### config.mk
export PLATFORM = sky130hd
export DESIGN_NAME = paged_address_translator
export DESIGN_NICKNAME = d
export VERILOG_FILES = /design/src/design/pat_pkg.sv /design/src/design/pat_front.sv /design/src/design/pat_queue.sv /design/src/design/pat_back.sv /design/src/design/paged_address_translator.sv
export VERILOG_INCLUDE_DIRS = /design/src /design/src/design
export SDC_FILE = /design/constraint.sdc
export NUM_CORES = 1
export LEC_CHECK = 0
export BUFFER_PORTS_ARGS = -buffer_cell sky130_fd_sc_hd__buf_2
export CORE_MARGIN = 4
export CORE_UTILIZATION = 40
export DETAILED_ROUTE_END_ITERATION = 12
export GPL_TIMING_DRIVEN = 0
export PLACE_DENSITY = 0.55
export SKIP_CTS_REPAIR_TIMING = 1
export SLEW_MARGIN = 40
export SYNTH_ARGS = -nofsm -noshare
export SYNTH_HDL_FRONTEND = slang
export SYNTH_SLANG_ARGS = --single-unit
### constraint.sdc
create_clock -name clk -period 12 [get_ports clk]
set_input_delay 3.6 -clock clk [delete_from_list [all_inputs] [get_ports clk]]
set_output_delay 3.6 -clock clk [all_outputs]
set_load 0.005 [all_outputs]
### src/design/assert_macros.svh
// Assertion macros used by the translator back end (pat_back).
`ifndef ASSERT_MACROS_SVH
`define ASSERT_MACROS_SVH

// Same-cycle implication, sampled on clk, off during reset.
`define PAT_ASSERT_NOW(label, ante, cons, msg) \
    label: assert property (@(posedge clk) disable iff (!rst_n) (ante) |-> (cons)) \
        else $error(msg);

// Next-cycle implication, sampled on clk, off during reset.
`define PAT_ASSERT_NEXT(label, ante, cons, msg) \
    label: assert property (@(posedge clk) disable iff (!rst_n) (ante) |=> (cons)) \
        else $error(msg);

`endif

### src/design/pat_pkg.sv
// Types, constants and codes shared by the paged address translator.
`timescale 1ns / 1ps

package pat_pkg;

    localparam int ADDR_WIDTH   = 20;
    localparam int PHYS_WIDTH   = 15;
    localparam int VPAGE_WIDTH  = 4;
    localparam int COUNT_WIDTH  = 32;
    localparam int MASK_WIDTH   = 16;
    localparam int MASK_IDX_W   = $clog2(MASK_WIDTH);
    localparam int STATUS_WIDTH = 3;
    localparam int QUEUE_DEPTH  = 2;

    localparam int DEF_PAGE_COUNT   = 16;
    localparam int DEF_FRAME_COUNT  = 8;
    localparam int DEF_OFFSET_WIDTH = 12;

    typedef enum logic [STATUS_WIDTH-1:0] {
        ST_HIT   = 3'd0,
        ST_FREE  = 3'd1,
        ST_EVICT = 3'd2,
        ST_RANGE = 3'd3,
        ST_PROT  = 3'd4
    } pat_status_t;

    typedef enum logic [1:0] {
        CLS_ACCESS,
        CLS_RANGE,
        CLS_PROT
    } pat_class_t;

    typedef enum logic [2:0] {
        S_IDLE,
        S_LOOKUP,
        S_HIT_RD,
        S_SWEEP,
        S_VICT_RD,
        S_EVICT,
        S_LOAD,
        S_REPORT
    } pat_state_t;

    typedef struct packed {
        logic [ADDR_WIDTH-1:0] logical_address;
        logic                  is_write;
    } pat_request_t;

    typedef struct packed {
        logic [STATUS_WIDTH-1:0] status;
        logic [PHYS_WIDTH-1:0]   physical_address;
        logic [VPAGE_WIDTH-1:0]  victim_page;
        logic                    victim_dirty;
        logic [COUNT_WIDTH-1:0]  access_count;
        logic [COUNT_WIDTH-1:0]  fault_count;
        logic [COUNT_WIDTH-1:0]  hit_count;
    } pat_result_t;

    // One classified access word as it waits between front and back.
    typedef struct packed {
        pat_class_t            cls;
        logic [ADDR_WIDTH-1:0] logical_address;
        logic                  is_write;
    } pat_job_t;

    typedef struct packed {
        logic     push;
        pat_job_t word;
    } pat_push_t;

endpackage

### src/design/pat_front.sv
// Front end: takes accesses, holds the read-only mask, flags range and protection errors.
`timescale 1ns / 1ps

module pat_front #(
    parameter int PAGE_COUNT   = pat_pkg::DEF_PAGE_COUNT,
    parameter int OFFSET_WIDTH = pat_pkg::DEF_OFFSET_WIDTH
) (
    input  logic                                clk,
    input  logic                                rst_n,
    input  logic                                start,
    input  logic                                busy,
    input  pat_pkg::pat_request_t               request,
    input  logic                                cfg_write,
    input  logic [pat_pkg::MASK_WIDTH-1:0]      cfg_data,
    output pat_pkg::pat_push_t                  enq
);
    import pat_pkg::*;

    logic [MASK_WIDTH-1:0] read_only_mask_reg;
    logic [31:0]           page_full;
    logic                  out_of_range;
    logic                  protected_page;

    always_ff @(posedge clk or negedge rst_n)
    begin
        if (!rst_n)
        begin
            read_only_mask_reg <= '0;
        end
        else if (cfg_write)
        begin
            read_only_mask_reg <= cfg_data;
        end
    end

    assign page_full    = 32'(request.logical_address) >> OFFSET_WIDTH;
    assign out_of_range = page_full >= 32'(PAGE_COUNT);
    // Pages past the mask are always writable.
    assign protected_page = request.is_write && (page_full < 32'(MASK_WIDTH))
                            && read_only_mask_reg[page_full[MASK_IDX_W-1:0]];

    always_comb
    begin
        enq.push                 = start && !busy;
        enq.word.logical_address = request.logical_address;
        enq.word.is_write        = request.is_write;
        priority if (out_of_range)
        begin
            enq.word.cls = CLS_RANGE;
        end
        else if (protected_page)
        begin
            enq.word.cls = CLS_PROT;
        end
        else
        begin
            enq.word.cls = CLS_ACCESS;
        end
    end

endmodule

### src/design/pat_queue.sv
// Short queue of classified words between front and back.
`timescale 1ns / 1ps

module pat_queue (
    input  logic               clk,
    input  logic               rst_n,
    input  pat_pkg::pat_push_t enq,
    input  logic               pop,
    output logic               not_empty,
    output logic               full,
    output pat_pkg::pat_job_t  head
);
    import pat_pkg::*;

    localparam int PW = (QUEUE_DEPTH > 1) ? $clog2(QUEUE_DEPTH) : 1;
    localparam int CW = $clog2(QUEUE_DEPTH + 1);
    localparam logic [PW-1:0] LAST_SLOT = PW'(QUEUE_DEPTH - 1);
    localparam logic [CW-1:0] DEPTH_CNT = CW'(QUEUE_DEPTH);

    pat_job_t        slot_reg [QUEUE_DEPTH];
    logic [PW-1:0]   wr_ptr_reg;
    logic [PW-1:0]   rd_ptr_reg;
    logic [CW-1:0]   count_reg;
    logic            do_push;
    logic            do_pop;

    assign not_empty = count_reg != '0;
    assign full      = count_reg == DEPTH_CNT;
    assign do_push   = enq.push && !full;
    assign do_pop    = pop && not_empty;
    assign head      = slot_reg[rd_ptr_reg];

    always_ff @(posedge clk)
    begin
        if (do_push)
        begin
            slot_reg[wr_ptr_reg] <= enq.word;
        end
    end

    always_ff @(posedge clk or negedge rst_n)
    begin
        if (!rst_n)
        begin
            wr_ptr_reg <= '0;
            rd_ptr_reg <= '0;
            count_reg  <= '0;
        end
        else
        begin
            if (do_push)
            begin
                wr_ptr_reg <= (wr_ptr_reg == LAST_SLOT) ? '0 : wr_ptr_reg + 1'b1;
            end
            if (do_pop)
            begin
                rd_ptr_reg <= (rd_ptr_reg == LAST_SLOT) ? '0 : rd_ptr_reg + 1'b1;
            end
            if (do_push && !do_pop)
            begin
                count_reg <= count_reg + 1'b1;
            end
            else if (do_pop && !do_push)
            begin
                count_reg <= count_reg - 1'b1;
            end
        end
    end

endmodule

### src/design/pat_back.sv
// Back end: page table, frame fill, second-chance sweep, counters and result.
`timescale 1ns / 1ps
`include "assert_macros.svh"

module pat_back #(
    parameter int PAGE_COUNT   = pat_pkg::DEF_PAGE_COUNT,
    parameter int FRAME_COUNT  = pat_pkg::DEF_FRAME_COUNT,
    parameter int OFFSET_WIDTH = pat_pkg::DEF_OFFSET_WIDTH
) (
    input  logic                 clk,
    input  logic                 rst_n,
    input  logic                 job_valid,
    input  pat_pkg::pat_job_t    job_word,
    output logic                 job_pop,
    output pat_pkg::pat_result_t result,
    output logic                 done
);
    import pat_pkg::*;

    localparam int PIW = $clog2(PAGE_COUNT);
    localparam int FW  = (FRAME_COUNT > 1) ? $clog2(FRAME_COUNT) : 1;
    localparam int UW  = $clog2(FRAME_COUNT + 1);
    localparam logic [UW-1:0]  FRAME_FULL = UW'(FRAME_COUNT);
    localparam logic [PIW-1:0] LAST_PAGE  = PIW'(PAGE_COUNT - 1);
    localparam logic [31:0]    OFS_MASK   = (32'd1 << OFFSET_WIDTH) - 32'd1;

    pat_state_t             state_reg;
    pat_state_t             state_next;
    pat_job_t               job_reg;
    logic [PAGE_COUNT-1:0]  present_reg;
    logic [PAGE_COUNT-1:0]  ref_reg;
    logic [PAGE_COUNT-1:0]  dirty_reg;
    logic [UW-1:0]          frames_used_reg;
    logic [COUNT_WIDTH-1:0] acc_reg;
    logic [COUNT_WIDTH-1:0] flt_reg;
    logic [COUNT_WIDTH-1:0] hit_reg;
    logic                   done_reg;
    pat_result_t            result_reg;
    pat_status_t            status_reg;
    logic [FW-1:0]          frame_reg;
    logic [PIW-1:0]         victim_reg;
    logic                   vdirty_reg;
    logic [PIW-1:0]         sweep_idx_reg;
    logic                   first_found_reg;
    logic [PIW-1:0]         first_idx_reg;
    logic [FW-1:0]          frame_mem [PAGE_COUNT];
    logic [FW-1:0]          rdata_reg;
    logic [PIW-1:0]         rd_addr;

    logic [31:0]            page_full;
    logic [PIW-1:0]         page_idx;
    logic [31:0]            offset;
    logic [31:0]            phys_full;
    logic                   pg_present;
    logic                   frames_full;
    logic                   cur_present;
    logic                   cur_ref;
    logic                   sweep_take;
    logic                   sweep_end;
    logic [PIW-1:0]         sweep_victim;
    logic                   is_fault;
    logic [COUNT_WIDTH-1:0] acc_next;
    logic [COUNT_WIDTH-1:0] flt_next;
    logic [COUNT_WIDTH-1:0] hit_next;

    function automatic logic [COUNT_WIDTH-1:0] sat_inc(input logic [COUNT_WIDTH-1:0] v);
        return (v == '1) ? v : v + 1'b1;
    endfunction

    assign page_full   = 32'(job_reg.logical_address) >> OFFSET_WIDTH;
    assign page_idx    = page_full[PIW-1:0];
    assign offset      = 32'(job_reg.logical_address) & OFS_MASK;
    assign phys_full   = (32'(frame_reg) << OFFSET_WIDTH) | offset;
    assign pg_present  = present_reg[page_idx];
    assign frames_full = frames_used_reg == FRAME_FULL;

    assign cur_present = present_reg[sweep_idx_reg];
    assign cur_ref     = ref_reg[sweep_idx_reg];
    assign sweep_take  = cur_present && !cur_ref;
    assign sweep_end   = sweep_idx_reg == LAST_PAGE;

    // With every present page referenced, fall back to the first present one.
    always_comb
    begin
        priority if (sweep_take)
        begin
            sweep_victim = sweep_idx_reg;
        end
        else if (first_found_reg)
        begin
            sweep_victim = first_idx_reg;
        end
        else
        begin
            sweep_victim = sweep_idx_reg;
        end
    end

    assign is_fault = (status_reg == ST_FREE) || (status_reg == ST_EVICT);
    assign acc_next = sat_inc(acc_reg);
    assign flt_next = is_fault ? sat_inc(flt_reg) : flt_reg;
    assign hit_next = (status_reg == ST_HIT) ? sat_inc(hit_reg) : hit_reg;

    always_comb
    begin
        state_next = state_reg;
        unique case (state_reg)
            S_IDLE:
            begin
                if (job_valid)
                begin
                    state_next = S_LOOKUP;
                end
            end
            S_LOOKUP:
            begin
                priority if (job_reg.cls != CLS_ACCESS)
                begin
                    state_next = S_REPORT;
                end
                else if (pg_present)
                begin
                    state_next = S_HIT_RD;
                end
                else if (!frames_full)
                begin
                    state_next = S_LOAD;
                end
                else
                begin
                    state_next = S_SWEEP;
                end
            end
            S_HIT_RD:  state_next = S_REPORT;
            S_SWEEP:
            begin
                if (sweep_take || sweep_end)
                begin
                    state_next = S_VICT_RD;
                end
            end
            S_VICT_RD: state_next = S_EVICT;
            S_EVICT:   state_next = S_LOAD;
            S_LOAD:    state_next = S_REPORT;
            S_REPORT:  state_next = S_IDLE;
            default:   state_next = S_IDLE;
        endcase
    end

    always_comb
    begin
        job_pop = 1'b0;
        rd_addr = page_idx;
        unique case (state_reg)
            S_IDLE:    job_pop = job_valid;
            S_VICT_RD: rd_addr = victim_reg;
            default:   job_pop = 1'b0;
        endcase
    end

    always_ff @(posedge clk or negedge rst_n)
    begin
        if (!rst_n)
        begin
            state_reg       <= S_IDLE;
            done_reg        <= 1'b0;
            present_reg     <= '0;
            ref_reg         <= '0;
            dirty_reg       <= '0;
            frames_used_reg <= '0;
            acc_reg         <= '0;
            flt_reg         <= '0;
            hit_reg         <= '0;
        end
        else
        begin
            state_reg <= state_next;
            done_reg  <= state_reg == S_REPORT;
            unique case (state_reg)
                S_LOOKUP:
                begin
                    if (job_reg.cls == CLS_ACCESS && !pg_present && !frames_full)
                    begin
                        frames_used_reg <= frames_used_reg + 1'b1;
                    end
                end
                S_HIT_RD:
                begin
                    ref_reg[page_idx] <= 1'b1;
                    if (job_reg.is_write)
                    begin
                        dirty_reg[page_idx] <= 1'b1;
                    end
                end
                S_SWEEP:
                begin
                    // Second chance: drop the reference bit and move on.
                    if (cur_present && cur_ref)
                    begin
                        ref_reg[sweep_idx_reg] <= 1'b0;
                    end
                end
                S_EVICT:
                begin
                    present_reg[victim_reg] <= 1'b0;
                    ref_reg[victim_reg]     <= 1'b0;
                    dirty_reg[victim_reg]   <= 1'b0;
                end
                S_LOAD:
                begin
                    present_reg[page_idx] <= 1'b1;
                    ref_reg[page_idx]     <= 1'b1;
                    dirty_reg[page_idx]   <= job_reg.is_write;
                end
                S_REPORT:
                begin
                    acc_reg <= acc_next;
                    flt_reg <= flt_next;
                    hit_reg <= hit_next;
                end
                default:
                begin
                    acc_reg <= acc_reg;
                end
            endcase
        end
    end

    always_ff @(posedge clk)
    begin
        rdata_reg <= frame_mem[rd_addr];
        if (state_reg == S_LOAD)
        begin
            frame_mem[page_idx] <= frame_reg;
        end
    end

    always_ff @(posedge clk)
    begin
        unique case (state_reg)
            S_IDLE:
            begin
                if (job_valid)
                begin
                    job_reg <= job_word;
                end
            end
            S_LOOKUP:
            begin
                victim_reg      <= '0;
                vdirty_reg      <= 1'b0;
                sweep_idx_reg   <= '0;
                first_found_reg <= 1'b0;
                first_idx_reg   <= '0;
                frame_reg       <= frames_used_reg[FW-1:0];
                priority if (job_reg.cls == CLS_RANGE)
                begin
                    status_reg <= ST_RANGE;
                end
                else if (job_reg.cls == CLS_PROT)
                begin
                    status_reg <= ST_PROT;
                end
                else if (pg_present)
                begin
                    status_reg <= ST_HIT;
                end
                else if (!frames_full)
                begin
                    status_reg <= ST_FREE;
                end
                else
                begin
                    status_reg <= ST_EVICT;
                end
            end
            S_HIT_RD:
            begin
                frame_reg <= rdata_reg;
            end
            S_SWEEP:
            begin
                sweep_idx_reg <= sweep_idx_reg + 1'b1;
                victim_reg    <= sweep_victim;
                if (cur_present && !first_found_reg)
                begin
                    first_found_reg <= 1'b1;
                    first_idx_reg   <= sweep_idx_reg;
                end
            end
            S_EVICT:
            begin
                frame_reg  <= rdata_reg;
                vdirty_reg <= dirty_reg[victim_reg];
            end
            S_REPORT:
            begin
                result_reg.status           <= status_reg;
                result_reg.victim_page      <= VPAGE_WIDTH'(victim_reg);
                result_reg.victim_dirty     <= vdirty_reg;
                result_reg.access_count     <= acc_next;
                result_reg.fault_count      <= flt_next;
                result_reg.hit_count        <= hit_next;
                if (status_reg == ST_RANGE || status_reg == ST_PROT)
                begin
                    result_reg.physical_address <= '0;
                end
                else
                begin
                    result_reg.physical_address <= phys_full[PHYS_WIDTH-1:0];
                end
            end
            default:
            begin
                frame_reg <= frame_reg;
            end
        endcase
    end

    assign result = result_reg;
    assign done   = done_reg;

    `PAT_ASSERT_NEXT(a_done_single, done_reg, !done_reg, "result strobe held longer than one cycle")
    `PAT_ASSERT_NOW(a_fill_bound, 1'b1, frames_used_reg <= FRAME_FULL, "frame fill count overran")
    `PAT_ASSERT_NOW(a_sweep_full, state_reg == S_SWEEP, frames_full, "sweep started with a free frame")
    `PAT_ASSERT_NOW(a_victim_present, state_reg == S_EVICT, present_reg[victim_reg],
                    "eviction picked a page that is not present")

endmodule

### src/design/paged_address_translator.sv
// Top level of the paged address translator.
`timescale 1ns / 1ps

// Paged address translator. Raise start with a request word while busy is low; the word is
// taken at that edge and queued (two words deep), and busy rises only when the queue is full.
// Each word yields exactly one result word, shown on result for one cycle with done high; the
// receiver cannot hold it off, so sample it on that cycle. Results leave in request order.
// The back end handles one word at a time: range and protection errors pass lookup, report;
// hits lookup, frame read, report; faults into a free frame lookup, load, report; faults with
// no free frame lookup, a second-chance sweep of 1 to PAGE_COUNT page entries (one entry per
// cycle), victim read, eviction, load, report. Frames fill in order and are tracked by a fill
// count; the page table resets with no clearing pass. Write read_only_mask only while idle.
module paged_address_translator #(
    parameter int PAGE_COUNT   = pat_pkg::DEF_PAGE_COUNT,
    parameter int FRAME_COUNT  = pat_pkg::DEF_FRAME_COUNT,
    parameter int OFFSET_WIDTH = pat_pkg::DEF_OFFSET_WIDTH
) (
    input  logic                           clk,
    input  logic                           rst_n,
    input  logic                           start,
    output logic                           busy,
    input  pat_pkg::pat_request_t          request,
    input  logic                           cfg_write,
    input  logic [pat_pkg::MASK_WIDTH-1:0] cfg_data,
    output pat_pkg::pat_result_t           result,
    output logic                           done
);
    import pat_pkg::*;

    pat_push_t enq;
    pat_job_t  head;
    logic      not_empty;
    logic      full;
    logic      pop;

    assign busy = full;

    pat_front #(
        .PAGE_COUNT   (PAGE_COUNT),
        .OFFSET_WIDTH (OFFSET_WIDTH)
    ) u_front (
        .clk       (clk),
        .rst_n     (rst_n),
        .start     (start),
        .busy      (full),
        .request   (request),
        .cfg_write (cfg_write),
        .cfg_data  (cfg_data),
        .enq       (enq)
    );

    pat_queue u_queue (
        .clk       (clk),
        .rst_n     (rst_n),
        .enq       (enq),
        .pop       (pop),
        .not_empty (not_empty),
        .full      (full),
        .head      (head)
    );

    pat_back #(
        .PAGE_COUNT   (PAGE_COUNT),
        .FRAME_COUNT  (FRAME_COUNT),
        .OFFSET_WIDTH (OFFSET_WIDTH)
    ) u_back (
        .clk       (clk),
        .rst_n     (rst_n),
        .job_valid (not_empty),
        .job_word  (head),
        .job_pop   (pop),
        .result    (result),
        .done      (done)
    );

endmodule
Word level (Yosys, flattened, before mapping)
Memory sizes are Yosys's and may differ from the RTL's. A register that Yosys moved wholly into a read port is not among the register bits.
Index checks and enable logic that the tools add are counted.

cells by class
  $add $sub $neg = 9
  multipliers = 0
  divide/modulo/power cells = 0
  magnitude comparators = 9
  equal/unequal tests = 24
  shift operators = 0
  multiplexer cells = 58
  bitwise logic cells = 10
  reductions and logical operators = 45

operators by type and width
  cell                                                                   count
  32-bit 2-to-1 mux                                                      5
  32-bit by 1-bit adder with 32-bit output, second input constant        3
  32-bit == test, second input constant                                  3
  16-bit case mux with 3 select lines                                    2
  16-bit AND                                                             4
  16-bit bitwise OR                                                      3
  16-bit 2-to-1 mux                                                      2
  16-bit inverter                                                        2
  16-bit case mux with 2 select lines                                    1
  4-bit case mux with 2 select lines                                     3
  3-bit 2-to-1 mux                                                       7
  3-bit case mux with 7 select lines                                     1
  1-bit binary-select mux with 4-bit select                              5
  4-bit by 5-bit < comparator with 1-bit output, second input constant   4
  16-bit bitwise mux                                                     1
  1-bit 2-to-1 mux                                                       16
  4-bit 2-to-1 mux                                                       4
  3-bit == test, second input constant                                   5
  1-bit logical AND                                                      15
  15-bit by 12-bit bitwise OR with 15-bit output                         1
  2-bit nonzero test                                                     7
  1-bit demux with 4-bit select                                          3
  3-bit by 2-bit == test with 1-bit output, second input constant        4
  4-bit by 1-bit >= comparator with 1-bit output, second input constant  3
  other kinds (21)                                                       51

word-level totals
  flip-flop bits (word level) = 311
  bits in latches = 0
  RAM bits = 94
  memory bits (read-only) = 0
  bits of input ports = 41
  output and inout bits = 121
  word-level logic and storage cells = 184
  memories kept = 2

memory list
  memory            words  width  rd ports  clocked after memory_dff  write ports  line             text
  u_back.frame_mem  16     3      1         1                         1            pat_back.sv:46   logic [FW-1:0] frame_mem [PAGE_COUNT];
  u_queue.slot_reg  2      23     1         1                         1            pat_queue.sv:20  pat_job_t slot_reg [QUEUE_DEPTH];

Depth between registers and ports, before layout
  depth in word-level cells = 8
  mapped depth = 10
  gate-level depth less buffers = 8

Hierarchy
A second synthesis with hierarchy kept.

unflattened totals
  cell total of the unflattened synthesis = 1523
  area total of the unflattened synthesis = 19442.4 µm²

by module, submodules not included
  module     instances  cells an instance  area each (µm²)
  pat_back   1          1367               16573.4
  pat_queue  1          91                 1963.1
  pat_front  1          65                 905.9

Worst setup path before layout
OpenSTA, ideal clock, no wires.

  path type = register -> register
  from = register u_back.state_reg[0]
  to = register u_back.flt_reg[26]
  library setup time = 134 ps
  data arrival time = 5372 ps
  data required time = 11866 ps
  setup slack = 6494 ps
  cell stages (with the launch flop) = 9
  cells stage by stage = dfrtp_1 > ha_1 > clkbuf_1 > nand2_1 > inv_1 > clkbuf_1 > buf_1 > nand3_1 > xnor2_1

on the way
  cells in the longest elaborated chain, start to end = 1

RTL lines
  what                    line             text
  from (decl)             pat_back.sv:27   pat_state_t state_reg;
  from (signal assigned)  pat_back.sv:177  state_reg <= state_next;
  3-bit == test           pat_back.sv:179  unique case (state_reg)
  to (signal assigned)    pat_back.sv:218  flt_reg <= flt_next;
  to (decl)               pat_back.sv:35   logic [COUNT_WIDTH-1:0] flt_reg;

No other way between the ends.
A chain may end at the register's enable or synchronous reset.

Final worst setup path
  from = register u_queue.count_reg[0]
  to = output busy

on the way
  cells in the longest elaborated chain, start to end = 1

RTL lines
  what                    line                            text
  from (decl)             pat_queue.sv:23                 logic [CW-1:0] count_reg;
  from (signal assigned)  pat_queue.sv:61                 count_reg <= count_reg + 1'b1;
  from (signal assigned)  pat_queue.sv:65                 count_reg <= count_reg - 1'b1;
  2-bit == test           pat_queue.sv:28                 assign full = count_reg == DEPTH_CNT;
  to (decl)               paged_address_translator.sv:21  output logic busy,

No other way between the ends.

==> run summary <==
flip-flop count of the largest register, all copies and words added - 119
combined area of all synthesized cells - 18800 µm²
Max clock buf depth - 3
sequential cell area in the final layout - 11700 µm²
antenna diode count - 0
number of vias per cell - 5.25
net count of the mapped netlist - 1526
height of the chip - 225 µm
filler-free cell count of the finished design - 2330
metal2 WL - 20400 µm
Pins Over Slew Limit - 0
setup slack, reg-to-reg - 8.46 ns
Area growth, synth to finish - 17.4%
register area share after synthesis - 62.1%
TritonCTS Buffers - 46
post-detailed-placement half-perimeter wirelength - 31300 µm
startpoint of the most critical register-to-register path - u_back.state_reg[1]
fin nets - 1743
post-synthesis sequential element count - 419
final period utilization - 41.4%
detailed-route wire length - 43600 µm
number of distinct library cells after synthesis - 62
Synth async-reset ratio - 41.1%
instance count of the mapped netlist - 1470
Static Leak - 8.55 nW
number of detailed-routing iterations run before antenna repair - 7
Least-Margin Pin Slew - 0.819 ns
routed len/inst - 18.7 µm
worst-path fanout max - 5
startpoint of the lowest-slack hold path - u_back.vdirty_reg
clock tree from TritonCTS - yes
worst IR drop on VDD - 0.106 mV
number of filler instances in the final layout - 4216
mean post-synth cell area - 12.8 µm²
sinks on the clock net - 419
largest net degree at the start of global routing - 68
setup TNS - 0 ns
number of enable flip-flop cells after synthesis - 244
Bufs and invs on worst path - 2
length of routed wiring on met1 - 19500 µm
kind of cell adding the most delay to the critical path - flip-flops
number of logic stages on the critical path including buffering - 3
maximum clock frequency - 201 MHz
Max transition margin - 45.0%
number of antenna violations at the first check in global routing - 0
clock latency of the later-clocked register in the worst-skew pair - 0.57 ns
largest clock skew in the final design - 0.0149 ns
global router's overall resource usage - 17.1%
Setup Viol. Count Final - 0
Worst Setup SP - u_queue.count_reg[0]
ratio of total power to cell area - 212 nW/µm²
class of the tightest hold or removal check - register to register
shortest clock period the worst path allows after layout - 4.97 ns
max cap viols - 0
Std-Cell Rows - 79
unrepaired setup endpoints after global routing - no
critical path's slowest cell - dfrtp_1
met3 wire length - 2630 µm
H-tree level count - 2
worst setup path endpoint - busy
floorplan die width - 225 µm
first-pass GRT wire length - 69000 µm
clock transition at the registers of the reported paths - 0.06 ns
DRC violations left - 0
CTS root buf - clkbuf_16
depth of the most critical reg-to-reg path - 8
I/O pin count - 162
area inside the core boundary - 46600 µm²
effective utilization at floorplan - 40.5%
total number of vias - 12.2k
Post-synth top flop - edfxtp_1
standard cell area after detailed placement - 20600 µm²
data arrival time of the worst path - 1.37 ns
final number of hold-violating endpoints - 0
layout cells sized above 1 - 19.5%
Die Footprint - 50600 µm²
number of warnings printed during yosys synthesis - 0
Crit Path Category - register to output pin
count of nets left with antenna violations after detail routing - 0
vias in the first global route - 12.3k
Reg2Reg Capture Point - u_back.result[9]
footprint of the multi-input gates - 6810 µm²
Max Used Layer - met4
Final Instance Area - 22100 µm²
number of input and output port buffers inserted - 160
crit path launch type - register
Critical Path End Type - output pin
outcome - finished clean
critical-path cell list - nand2b_1 > inv_1 > buf_2
Placed Cells - 2246
data required time of the worst path - 8.40 ns
global placement routability congestion - 0.902
number of violations reported at the end of detailed-routing iteration 0 - 954
largest stage delay on the critical path - 0.43 ns
total grt overflow - 0
-- per-stage QoR --
stage / setup slack [ns] / util, % / hold slack [ns] / power [W]
final: 7.03 / 47.5 / 0.420 / 0.00468
after global routing: 6.92 / 47.5 / 0.440 / 0.00493
after CTS: 6.99 / 47.5 / 0.424 / 0.00474
after detailed placement: 6.66 / 44.4 / 0.410 / 0.00335
after global placement: 3.43 / 43.8 / 0.420 / 0.00331
after floorplan: 6.49 / - / 0.400 / 0.00284
-- synthesized netlist by cell type (all sizes together), types with 33 or more instances --
library cell / n / area, µm²
edfxtp: 244 / 7330
and2: 35 / 219
and3: 33 / 206
mux2: 41 / 462
clkbuf: 50 / 189
nor3: 42 / 215
nor2: 96 / 365
mux4: 34 / 777
nand2: 166 / 623
dfrtp: 172 / 4300
nand3: 56 / 280
xnor2: 134 / 1170
a21oi: 35 / 175
xor2: 55 / 482
nand4: 48 / 307
-- per-layer routing --
metal	global-route usage, %	vias up
met5	0	-
met4	4.60	0
met3	3.45	72
met2	27.7	338
met1	23.9	6049
li1	-	5776
-- worst min-delay path by stage --
stage	slack, ns	cells after the start	end
2_1_floorplan	0.40	0	u_back.result[96]
3_3_place_gp	0.42	0	u_back.result[96]
3_5_place_dp	0.41	0	u_back.result[96]
4_1_cts	0.42	0	u_back.result[96]
5_1_grt	0.44	0	u_back.result[96]
6_report	0.42	0	u_back.result[96]
-- kinds of logic after synthesis --
family,synth area share (%)
AND/OR/NAND/NOR,13.9
flip-flops,62.1
adder cells (fa/ha/maj),1.10
XOR/XNOR,8.79
AO/OA/AOI/OAI,5.07
buffers and inverters,1.89
multiplexers,7.16
-- power breakdown --
group	total (W)	switching (W)	internal [W]
Combinational	0.00119	0.000712	0.000482
Clock	0.00136	0.000560	0.000805
Sequential	0.00212	0.000191	0.00193
-- cell usage in the layout, fill, tap and decap left out, drive strengths merged, types with 4 or more instances in the layout --
master,count
edfxtp,244
buf,188
dfrtp,172
nand2,166
xnor2,134
clkbuf,113
nor2,96
nand3,56
xor2,55
nand4,48
nor3,42
mux2,41
and2,35
a21oi,35
mux4,34
and3,33
o21ai,32
inv,18
clkinv,18
ha,15
nor2b,13
and4,13
a22o,13
o22ai,12
mux2i,11
nor4,10
nand2b,9
o2bb2ai,8
a32o,6
a2bb2oi,5
a31oi,4
a211oi,4
-- final cells by class --
class | instances | area share, %
flip-flops and latches | 419 | 52.9
repair buffers | 169 | 4.70
multi-input cells | 963 | 30.8
clock inverters | 21 | 0.820
well taps | 607 | 3.43
inverters | 19 | 0.322
clock buffers | 63 | 5.76
plain buffers | 69 | 1.29
Power figures use the tool's default switching activity.
